$ cat config.mk
export PLATFORM = sky130hd
export DESIGN_NAME = matrix4x4_multiply
export DESIGN_NICKNAME = d
export VERILOG_FILES = /design/src/sv/mm4_pkg.sv /design/src/sv/mm4_front.sv /design/src/sv/mm4_queue.sv /design/src/sv/mm4_back.sv /design/src/sv/matrix4x4_multiply.sv
export SDC_FILE = /design/constraint.sdc
export NUM_CORES = 2
export LEC_CHECK = 0
export ABC_AREA = 1
export BUFFER_PORTS_ARGS = -buffer_cell sky130_fd_sc_hd__buf_4
export CAP_MARGIN = 10
export CORE_UTILIZATION = 59
export CTS_CLUSTER_SIZE = 8
export DETAILED_ROUTE_END_ITERATION = 12
export GPL_TIMING_DRIVEN = 0
export PLACE_DENSITY_LB_ADDON = 0.08
export SYNTH_ARGS = -nofsm -noshare
export SYNTH_HDL_FRONTEND = slang
export SYNTH_HIERARCHICAL = 1
export SYNTH_SLANG_ARGS = --single-unit
$ cat constraint.sdc
create_clock -name clk_i -period 6.9 [get_ports clk_i]
set_input_delay 2.07 -clock clk_i [delete_from_list [all_inputs] [get_ports clk_i]]
set_output_delay 2.07 -clock clk_i [all_outputs]
set_load 0.02 [all_outputs]
$ cat src/sv/mm4_pkg.sv
package mm4_pkg;

  // Matrix geometry and number format.
  localparam int unsigned DIM       = 4;
  localparam int unsigned FRAC_BITS = 16;
  localparam int unsigned CELLS     = DIM * DIM;

  // Field widths fixed by the interface.
  localparam int unsigned DataW = 32;
  localparam int unsigned IdxW  = 4;

  // Derived widths.
  localparam int unsigned RowW  = $clog2(DIM);
  localparam int unsigned CellW = $clog2(CELLS);
  localparam int unsigned ProdW = 2 * DataW;
  localparam int unsigned AccW  = ProdW + RowW + 1;

  // Depth of the queue between the loader and the compute engine.
  localparam int unsigned QDepth = 4;
  localparam int unsigned QPtrW  = $clog2(QDepth);
  localparam int unsigned QCntW  = $clog2(QDepth + 1);

  typedef struct packed {
    logic signed [DataW-1:0] elem_a;
    logic signed [DataW-1:0] elem_b;
  } in_item_t;

  typedef struct packed {
    logic signed [DataW-1:0] product_value;
    logic [IdxW-1:0]         product_index;
    logic                    last_result;
  } out_item_t;

  // One classified word on its way from the loader to the engine.
  typedef struct packed {
    logic signed [DataW-1:0] elem_a;
    logic signed [DataW-1:0] elem_b;
    logic [CellW-1:0]        pos;
    logic                    last;
  } q_entry_t;

  // Engine status seen by the top level.
  typedef struct packed {
    logic busy;
    logic pop;
    logic pop_last;
  } back_stat_t;

endpackage

$ cat src/sv/mm4_front.sv
module mm4_front (
  input  logic                 clk_i,
  input  logic                 rst_ni,
  input  logic                 in_valid_i,
  output logic                 in_ready_o,
  input  mm4_pkg::in_item_t    in_data_i,
  input  logic                 q_full_i,
  output logic                 push_o,
  output mm4_pkg::q_entry_t    push_entry_o
);

  logic [mm4_pkg::CellW-1:0] load_cnt_q, load_cnt_d;
  logic                      at_last;

  assign in_ready_o = !q_full_i;
  assign push_o     = in_valid_i && !q_full_i;
  assign at_last    = (load_cnt_q == mm4_pkg::CellW'(mm4_pkg::CELLS - 1));

  // Each word is tagged with its position; the final one of a pair is marked.
  always_comb begin
    push_entry_o.elem_a = in_data_i.elem_a;
    push_entry_o.elem_b = in_data_i.elem_b;
    push_entry_o.pos    = load_cnt_q;
    push_entry_o.last   = at_last;
  end

  always_comb begin
    load_cnt_d = load_cnt_q;
    if (push_o) begin
      load_cnt_d = at_last ? '0 : load_cnt_q + 1'b1;
    end
  end

  always_ff @(posedge clk_i or negedge rst_ni) begin
    if (!rst_ni) begin
      load_cnt_q <= '0;
    end else begin
      load_cnt_q <= load_cnt_d;
    end
  end

endmodule

$ cat src/sv/mm4_queue.sv
module mm4_queue (
  input  logic                           clk_i,
  input  logic                           rst_ni,
  input  logic                           push_i,
  input  mm4_pkg::q_entry_t              push_entry_i,
  output logic                           full_o,
  input  logic                           pop_i,
  output logic                           valid_o,
  output mm4_pkg::q_entry_t              entry_o,
  output logic [mm4_pkg::QCntW-1:0]      count_o
);

  mm4_pkg::q_entry_t             slots_q [mm4_pkg::QDepth];
  logic [mm4_pkg::QPtrW-1:0]     wr_ptr_q, rd_ptr_q;
  logic [mm4_pkg::QCntW-1:0]     count_q, count_d;
  logic                          do_push, do_pop;

  assign full_o  = (count_q == mm4_pkg::QCntW'(mm4_pkg::QDepth));
  assign valid_o = (count_q != '0);
  assign entry_o = slots_q[rd_ptr_q];
  assign count_o = count_q;
  assign do_push = push_i && !full_o;
  assign do_pop  = pop_i && valid_o;

  always_comb begin
    count_d = count_q;
    if (do_push && !do_pop) begin
      count_d = count_q + 1'b1;
    end else if (do_pop && !do_push) begin
      count_d = count_q - 1'b1;
    end
  end

  always_ff @(posedge clk_i) begin
    if (do_push) begin
      slots_q[wr_ptr_q] <= push_entry_i;
    end
  end

  always_ff @(posedge clk_i or negedge rst_ni) begin
    if (!rst_ni) begin
      wr_ptr_q <= '0;
      rd_ptr_q <= '0;
      count_q  <= '0;
    end else begin
      count_q <= count_d;
      if (do_push) begin
        wr_ptr_q <= (wr_ptr_q == mm4_pkg::QPtrW'(mm4_pkg::QDepth - 1)) ? '0 : wr_ptr_q + 1'b1;
      end
      if (do_pop) begin
        rd_ptr_q <= (rd_ptr_q == mm4_pkg::QPtrW'(mm4_pkg::QDepth - 1)) ? '0 : rd_ptr_q + 1'b1;
      end
    end
  end

endmodule

$ cat src/sv/mm4_back.sv
module mm4_back (
  input  logic                  clk_i,
  input  logic                  rst_ni,
  input  logic                  q_valid_i,
  input  mm4_pkg::q_entry_t     q_entry_i,
  output logic                  q_pop_o,
  output mm4_pkg::back_stat_t   stat_o,
  output logic                  out_valid_o,
  input  logic                  out_ready_i,
  output mm4_pkg::out_item_t    out_data_o
);

  typedef struct packed {
    logic [mm4_pkg::CellW-1:0] elem_idx;
    logic                      first;
    logic                      klast;
  } tag_t;

  // Operand stores, one write port and one registered read port each.
  logic signed [mm4_pkg::DataW-1:0] left_mem  [mm4_pkg::CELLS];
  logic signed [mm4_pkg::DataW-1:0] right_mem [mm4_pkg::CELLS];

  logic                             busy_q, busy_d;
  logic [mm4_pkg::RowW-1:0]         row_q, row_d, col_q, col_d, k_q, k_d;
  logic                             adv, issue, pop;
  logic [mm4_pkg::CellW-1:0]        a_addr, b_addr;
  tag_t                             issue_tag;

  logic                             s1_valid_q, s2_valid_q;
  tag_t                             s1_tag_q, s2_tag_q;
  logic signed [mm4_pkg::DataW-1:0] rd_a_q, rd_b_q;
  logic signed [mm4_pkg::ProdW-1:0] prod_q;
  logic signed [mm4_pkg::AccW-1:0]  acc_q, acc_d, shifted;
  logic signed [mm4_pkg::DataW-1:0] sat_val;
  logic                             res_valid_q, res_valid_d;
  mm4_pkg::out_item_t               res_q;

  localparam int unsigned SatW = mm4_pkg::AccW - mm4_pkg::DataW + 1;

  // The whole compute pipeline moves only when the result register can take a value.
  assign adv     = !res_valid_q || out_ready_i;
  assign issue   = busy_q && adv;
  assign pop     = q_valid_i && !busy_q;
  assign q_pop_o = pop;

  assign stat_o.busy     = busy_q;
  assign stat_o.pop      = pop;
  assign stat_o.pop_last = pop && q_entry_i.last;

  assign a_addr = mm4_pkg::CellW'(row_q * mm4_pkg::DIM + k_q);
  assign b_addr = mm4_pkg::CellW'(k_q * mm4_pkg::DIM + col_q);

  always_comb begin
    issue_tag.elem_idx = mm4_pkg::CellW'(row_q * mm4_pkg::DIM + col_q);
    issue_tag.first    = (k_q == '0);
    issue_tag.klast    = (k_q == mm4_pkg::RowW'(mm4_pkg::DIM - 1));
  end

  // Sequencer: k innermost, then column, then row.
  always_comb begin
    busy_d = busy_q;
    row_d  = row_q;
    col_d  = col_q;
    k_d    = k_q;
    if (pop && q_entry_i.last) begin
      busy_d = 1'b1;
      row_d  = '0;
      col_d  = '0;
      k_d    = '0;
    end else if (issue) begin
      if (k_q != mm4_pkg::RowW'(mm4_pkg::DIM - 1)) begin
        k_d = k_q + 1'b1;
      end else begin
        k_d = '0;
        if (col_q != mm4_pkg::RowW'(mm4_pkg::DIM - 1)) begin
          col_d = col_q + 1'b1;
        end else begin
          col_d = '0;
          if (row_q != mm4_pkg::RowW'(mm4_pkg::DIM - 1)) begin
            row_d = row_q + 1'b1;
          end else begin
            row_d  = '0;
            busy_d = 1'b0;
          end
        end
      end
    end
  end

  always_ff @(posedge clk_i) begin
    if (pop) begin
      left_mem[q_entry_i.pos] <= q_entry_i.elem_a;
    end
    if (issue) begin
      rd_a_q <= left_mem[a_addr];
    end
  end

  always_ff @(posedge clk_i) begin
    if (pop) begin
      right_mem[q_entry_i.pos] <= q_entry_i.elem_b;
    end
    if (issue) begin
      rd_b_q <= right_mem[b_addr];
    end
  end

  // Accumulate and then floor-shift and saturate the finished sum.
  always_comb begin
    acc_d = (s2_tag_q.first ? '0 : acc_q) + mm4_pkg::AccW'(prod_q);
    shifted = acc_d >>> mm4_pkg::FRAC_BITS;
    if (shifted[mm4_pkg::AccW-1:mm4_pkg::DataW-1] == '0 ||
        shifted[mm4_pkg::AccW-1:mm4_pkg::DataW-1] == {SatW{1'b1}}) begin
      sat_val = shifted[mm4_pkg::DataW-1:0];
    end else if (shifted[mm4_pkg::AccW-1]) begin
      sat_val = {1'b1, {(mm4_pkg::DataW-1){1'b0}}};
    end else begin
      sat_val = {1'b0, {(mm4_pkg::DataW-1){1'b1}}};
    end
  end

  always_comb begin
    res_valid_d = res_valid_q;
    if (adv) begin
      res_valid_d = s2_valid_q && s2_tag_q.klast;
    end
  end

  always_ff @(posedge clk_i) begin
    if (adv) begin
      s1_tag_q <= issue_tag;
      s2_tag_q <= s1_tag_q;
      prod_q   <= rd_a_q * rd_b_q;
      if (s2_valid_q) begin
        acc_q <= acc_d;
      end
      if (s2_valid_q && s2_tag_q.klast) begin
        res_q.product_value <= sat_val;
        res_q.product_index <= mm4_pkg::IdxW'(s2_tag_q.elem_idx);
        res_q.last_result   <= (s2_tag_q.elem_idx == mm4_pkg::CellW'(mm4_pkg::CELLS - 1));
      end
    end
  end

  always_ff @(posedge clk_i or negedge rst_ni) begin
    if (!rst_ni) begin
      busy_q      <= 1'b0;
      row_q       <= '0;
      col_q       <= '0;
      k_q         <= '0;
      s1_valid_q  <= 1'b0;
      s2_valid_q  <= 1'b0;
      res_valid_q <= 1'b0;
    end else begin
      busy_q      <= busy_d;
      row_q       <= row_d;
      col_q       <= col_d;
      k_q         <= k_d;
      res_valid_q <= res_valid_d;
      if (adv) begin
        s1_valid_q <= issue;
        s2_valid_q <= s1_valid_q;
      end
    end
  end

  assign out_valid_o = res_valid_q;
  assign out_data_o  = res_q;

endmodule

$ cat src/sv/matrix4x4_multiply.sv
// Channel  Direction  Handshake                  Payload
// in       input      in_valid_i / in_ready_o    in_data_i {elem_a, elem_b}
// out      output     out_valid_o / out_ready_i  out_data_o {product_value, product_index, last_result}
//
// A pair of 4x4 matrices arrives as sixteen words; the sixteenth starts the product.
// The engine then runs 64 multiply-accumulate steps on one shared multiplier, one per
// cycle while the output is not stalled, and takes no new word until all are issued.
// Each step passes the operand read registers and the product register; each finished sum goes to the result register.
// Reset clears the load counter, the queue and the engine, but not the operand stores.
// A stalled output freezes the engine; the loader fills its four-entry queue meanwhile.
module matrix4x4_multiply (
  input  logic                clk_i,
  input  logic                rst_ni,
  input  logic                in_valid_i,
  output logic                in_ready_o,
  input  mm4_pkg::in_item_t   in_data_i,
  output logic                out_valid_o,
  input  logic                out_ready_i,
  output mm4_pkg::out_item_t  out_data_o
);

  logic                         push;
  mm4_pkg::q_entry_t            push_entry;
  logic                         q_full;
  logic                         q_pop;
  logic                         q_valid;
  mm4_pkg::q_entry_t            q_entry;
  logic [mm4_pkg::QCntW-1:0]    q_count;
  mm4_pkg::back_stat_t          back_stat;

  // The loader numbers each word and marks the final word of a pair.
  mm4_front u_front (
    .clk_i        (clk_i),
    .rst_ni       (rst_ni),
    .in_valid_i   (in_valid_i),
    .in_ready_o   (in_ready_o),
    .in_data_i    (in_data_i),
    .q_full_i     (q_full),
    .push_o       (push),
    .push_entry_o (push_entry)
  );

  // The queue lets the loader run ahead while the engine is busy or stalled.
  mm4_queue u_queue (
    .clk_i        (clk_i),
    .rst_ni       (rst_ni),
    .push_i       (push),
    .push_entry_i (push_entry),
    .full_o       (q_full),
    .pop_i        (q_pop),
    .valid_o      (q_valid),
    .entry_o      (q_entry),
    .count_o      (q_count)
  );

  // The engine stores operands and, on the final word, computes all sixteen results.
  mm4_back u_back (
    .clk_i       (clk_i),
    .rst_ni      (rst_ni),
    .q_valid_i   (q_valid),
    .q_entry_i   (q_entry),
    .q_pop_o     (q_pop),
    .stat_o      (back_stat),
    .out_valid_o (out_valid_o),
    .out_ready_i (out_ready_i),
    .out_data_o  (out_data_o)
  );

`ifndef NO_ASSERTIONS
  // The queue never holds more words than it has slots.
  assert property (@(posedge clk_i) disable iff (!rst_ni)
    q_count <= mm4_pkg::QCntW'(mm4_pkg::QDepth))
    else $error("queue count exceeds depth");

  // Taking the final word of a pair starts the engine on the next cycle.
  assert property (@(posedge clk_i) disable iff (!rst_ni)
    back_stat.pop_last |=> back_stat.busy)
    else $error("engine did not start after final word");

  // The store is never written while the engine is reading it.
  assert property (@(posedge clk_i) disable iff (!rst_ni)
    back_stat.busy |-> !back_stat.pop)
    else $error("store written during compute");

  // Only the final product element carries the end mark.
  assert property (@(posedge clk_i) disable iff (!rst_ni)
    out_valid_o && out_data_o.last_result |->
      out_data_o.product_index == mm4_pkg::IdxW'(mm4_pkg::CELLS - 1))
    else $error("end mark on wrong element");
`endif

endmodule

### Word-level counts from Yosys, hierarchy flattened

Memories as Yosys holds them, arrays and structs flattened. A register that Yosys moved wholly into a read port is not among the register bits.
Cells that the tools add are included.

| operators by class | value |
|---|---|
| reductions and logical operators | 26 |
| $add $sub $neg | 12 |
| equality and inequality tests | 13 |
| multiply operators | 1 |
| muxes and demuxes | 29 |

Operators by type and width:

| operator | count |
|---|---|
| $add A67 B67 Y67 | 1 |
| $mux W67 | 1 |
| $mul A32 B32 Y64 | 1 |
| $mux W32 | 2 |
| $eq A36 B36 Y1 const B | 1 |
| $logic_not A36 Y1 | 1 |
| $mux W2 | 14 |
| $add A4 B2 Y4 | 3 |
| $ne A2 B2 Y1 const B | 6 |
| $add A2 B1 Y2 const B | 5 |
| $logic_and A1 B1 Y1 | 9 |
| $mux W1 | 9 |
| $eq A4 B4 Y1 const B | 2 |
| $eq A2 B2 Y1 const B | 3 |
| $mux W3 | 2 |
| $reduce_and A2 Y1 | 3 |
| $logic_not A1 Y1 | 5 |
| $add A4 B1 Y4 const B | 1 |
| $mux W4 | 1 |
| $reduce_and A4 Y1 | 1 |
| $reduce_bool A2 Y1 | 2 |
| $add A3 B1 Y3 const B | 1 |
| $eq A3 B3 Y1 const B | 1 |
| $reduce_and A3 Y1 | 1 |
| other kinds (4) | 5 |

| storage, ports and cells | value |
|---|---|
| memories kept | 3 |
| input port bits | 68 |
| word-level logic and storage cells | 106 |
| bits in registers | 201 |
| memory bits (writable) | 1300 |
| output and inout bits | 39 |

Memories:

| memory | depth | width | rd ports | clocked after memory_dff | wr ports | line | RTL |
|---|---|---|---|---|---|---|---|
| u_back.left_mem | 16 | 32 | 1 | 1 | 1 | mm4_back.sv:20 | `logic signed [mm4_pkg::DataW-1:0] left_mem [mm4_pkg::CELLS];` |
| u_back.right_mem | 16 | 32 | 1 | 1 | 1 | mm4_back.sv:21 | `logic signed [mm4_pkg::DataW-1:0] right_mem [mm4_pkg::CELLS];` |
| u_queue.slots_q | 4 | 69 | 1 | 0 | 1 | mm4_queue.sv:13 | `mm4_pkg::q_entry_t slots_q [mm4_pkg::QDepth];` |

### Longest topological paths before layout

| depth | value |
|---|---|
| word-level depth | 8 |
| mapped depth | 31 |
| gate-level depth less buffers | 30 |

### Hierarchy

The synthesis kept the hierarchy.

By module, submodules not included:

| module | times used | seq. area each (µm²) | area an instance (µm²) | cells an instance |
|---|---|---|---|---|
| mm4_back | 1 | 38326.8 | 91576.6 | 9085 |
| mm4_queue | 1 | 8463.1 | 12072.8 | 865 |
| mm4_front | 1 | 100.1 | 706.9 | 92 |

### Worst setup path before layout

No wires, ideal clock.

| path | value |
|---|---|
| path kind | register to register |
| from | register u_back/rd_a_q[31] (netlist name) (read register of u_back.left_mem) |
| to | register u_back/prod_q[62] (netlist name) (data pin) |
| setup time | 0.276 ns |
| path buffers | 1 |
| cell stages (with the launch flop) | 26 |
| data arrival time | 7.159 ns |
| clock period less this slack | 7.435 ns |
| path slack | -0.535 ns |
| required time | 6.624 ns |
| path through | edfxtp_1 > clkbuf_1 > nand2_1 > inv_1 > fa_1 > fa_1 > fa_1 > fa_1 > inv_1 > fa_1 > inv_1 > fa_1 > inv_1 > fa_1 > fa_1 > inv_1 > ha_1 > a21oi_1 > inv_1 > a21oi_1 > inv_1 > a21oi_1 > nor2_1 > nor3_1 > o311ai_0 > xor2_1 |

| between the ends | value |
|---|---|
| longest elaborated chain between the ends | 1 |

RTL lines:

| item | line | RTL |
|---|---|---|
| start: declaration | mm4_back.sv:31 | `logic signed [mm4_pkg::DataW-1:0] rd_a_q, rd_b_q;` |
| $mul A32 B32 Y64 | mm4_back.sv:133 | `prod_q <= rd_a_q * rd_b_q;` |
| end signal: assignment | mm4_back.sv:133 |  |
| end: declaration | mm4_back.sv:32 | `logic signed [mm4_pkg::ProdW-1:0] prod_q;` |

Every way passes these cells.
A chain may end at the register's enable or synchronous reset.

### Worst setup path after layout

| path | value |
|---|---|
| from | register u_back/rd_a_q[31] (netlist name) (read register of u_back.left_mem) |
| to | register u_back/prod_q[57] (netlist name) (data pin) |

The elaborated chain is that of the path after synthesis.

==> results.sh <==
export IMPL_status="complete, but fails checks"
export IMPL_failed_checks="setup timing"
export IMPL_via_count=76500
export IMPL_maxSlewHeadroom_pct=17.2
export IMPL_worstPathArrival_ps=8080
export IMPL_viasPerCell=5.88
export IMPL_synth_warnings=6
export IMPL_worstSkewPairLatency_ps=880
export IMPL_utilization_pct=69.4
export IMPL_grt_max_degree=71
export IMPL_path_class="reg2reg"
export IMPL_htreeDepth=4
export IMPL_start_util_pct=59.7
export IMPL_antenna_found_initial=10
export IMPL_syn_inst=10000
export IMPL_multi_input_area_sq_um=49200
export IMPL_hold_class="reg2reg"
export IMPL_place_area_sq_um=109000
export IMPL_clock_sinks=1565
export IMPL_final_setup_skew_ps=98.2
export IMPL_cts_buffers=215
export IMPL_tightest_slew_ps=1240
export IMPL_fp_dieH_um=423
export IMPL_clock_path_buffers=3
export IMPL_die_w_um=423
export IMPL_grt_pass1_wl_um=500000
export IMPL_clockRootBuffer="clkbuf_16"
export IMPL_final_antenna_net_count=0
export IMPL_io_buffers=42
export IMPL_rows=153
export IMPL_critical_path_max_fanout=7
export IMPL_synth_nets=11500
export IMPL_dieArea_sq_um=179000
export IMPL_period_share_pct=110
export IMPL_rsz0062_at_grt="true"
export IMPL_startpoint_type="flop"
export IMPL_fmax_mhz=132
export IMPL_layout_drive_gt1_share_pct=14.4
export IMPL_final_common_cell="inv_1"
export IMPL_min_period_ps=7580
export IMPL_gp_congestion=1.05
export IMPL_drv_cap=0
export IMPL_seqCellArea_sq_um=46900
export IMPL_grt_pass1_vias=77500
export IMPL_crit_path_end_kind="flop"
export IMPL_final_area_sq_um=121000
export IMPL_syn2layout_area_growth_pct=16.2
export IMPL_cts_clk_slew_worst_paths_ps=50
export IMPL_hold_viol_final=0
export IMPL_wire_per_inst_um=26.6
export IMPL_dr_first_iter_drc_count=8514
export IMPL_nFillCells=13000
export IMPL_r2r_slack_ps=-680
export IMPL_fin_nets=12000
export IMPL_fin_ws_ps=-677
export IMPL_io_pins=107
export IMPL_required_ps=7400
export IMPL_synth_area_sq_um=104000
export IMPL_hpwl_um=255000
export IMPL_most_common_layout_cells="2062 x inv_1, 2031 x nand2_1, 1544 x edfxtp_1"
export IMPL_drc=0
export IMPL_routed_wl_um=346000
export IMPL_finalSetupViolCount=35
export IMPL_grt_usage_pct=38.8
export IMPL_core_sq_um=175000
export IMPL_firstDrtPassIters=9
export IMPL_drv_slew=0
export IMPL_cts_tree="done"
export IMPL_gr_total_overflow=0
export IMPL_synth_area_per_cell_sq_um=10.4
worst max-delay path: stages, from the launching register on:
cell	delay (ps)
edfxtp_1	510
clkbuf_16	250
nand2_8	70
inv_4	40
fa_1	510
fa_1	550
fa_2	470
buf_12	170
fa_2	660
clkinvlp_4	170
clkbuf_16	180
fa_1	470
inv_1	60
fa_1	550
inv_1	50
fa_1	480
inv_1	50
fa_1	550
ha_4	230
a21oi_2	120
inv_1	110
a21oi_2	200
o21ai_2	100
a21oi_2	170
o211ai_1	260
xor2_1	250
flip-flops by register name, indices dropped and copies added, names as in the netlist:
register / cells
u_back/rd_a_q: 32
u_front/load_cnt_q: 4
u_back/s2_tag_q: 6
u_back/s2_valid_q: 1
u_back/row_q: 2
u_back/out_data_o: 37
u_queue/rd_ptr_q: 2
u_back/right_mem: 512
u_queue/wr_ptr_q: 2
u_back/rd_b_q: 32
u_back/left_mem: 512
u_back/acc_q: 67
u_queue/count_o: 3
u_back/busy_q: 1
u_back/k_q: 2
u_back/col_q: 2
u_back/out_valid_o: 1
u_back/s1_valid_q: 1
u_queue/slots_q: 276
u_back/s1_tag_q: 6
u_back/prod_q: 64
final cells by class:
cell class              instances  share of cell area, %
diodes                          4                0.00825
plain buffers                 510                   3.36
clock buffers                 264                   4.59
clock inverters                19                  0.369
inverters                    2135                   6.63
multi-input cells            5822                   40.6
flip-flops and latches       1565                   38.7
well taps                    2325                   2.40
repair buffers                363                   3.42
per-layer routing:
layer | vias up | routed length, um | global-route usage [%]
li1 | 32900 | - | -
met1 | 37800 | 123000 | 49.0
met2 | 4645 | 161000 | 62.0
met3 | 1155 | 34300 | 6.81
met4 | 12 | 27000 | 24.9
met5 | - | 130 | 0
final timing paths:
path / cells past startpoint / startpoint / endpoint
setup reg to reg: 25 / u_back/rd_a_q[31] / u_back/prod_q[57]
max in group asynchronous: 1 / rst_ni / u_front/load_cnt_q[1]
setup / recovery: 25 / u_back/rd_a_q[31] / u_back/prod_q[57]
min in group asynchronous: 1 / rst_ni / u_queue/wr_ptr_q[1]
hold / removal: 0 / u_back/s1_tag_q[1] / u_back/s2_tag_q[1]
hold reg to reg: 0 / u_back/s1_tag_q[1] / u_back/s2_tag_q[1]
through the flow:
stage	setup TNS [ps]	cells	setup WS [ps]	hold WS, ps
6_report	-12400	13000	-677	378
5_1_grt	-18310	13000	-895	387
4_1_cts	-7630	12900	-647	372
3_5_place_dp	-56850	12500	-2130	405
3_3_place_gp	-1671060	12400	-2040	402
2_1_floorplan	-730	10000	-180	400
timing repair:
action | in CTS | in global routing
endpoints found under the setup margin | 47 | 44
setup buffers | 141 | 112
cloned | 1 | 4
resized for setup | 812 | 355
hold buffers | 0 | 0
pin swaps | 119 | 186
Power is left out: the tool's default activity adds up to more than one toggle a clock period on the data nets, which glitch-free logic cannot reach.
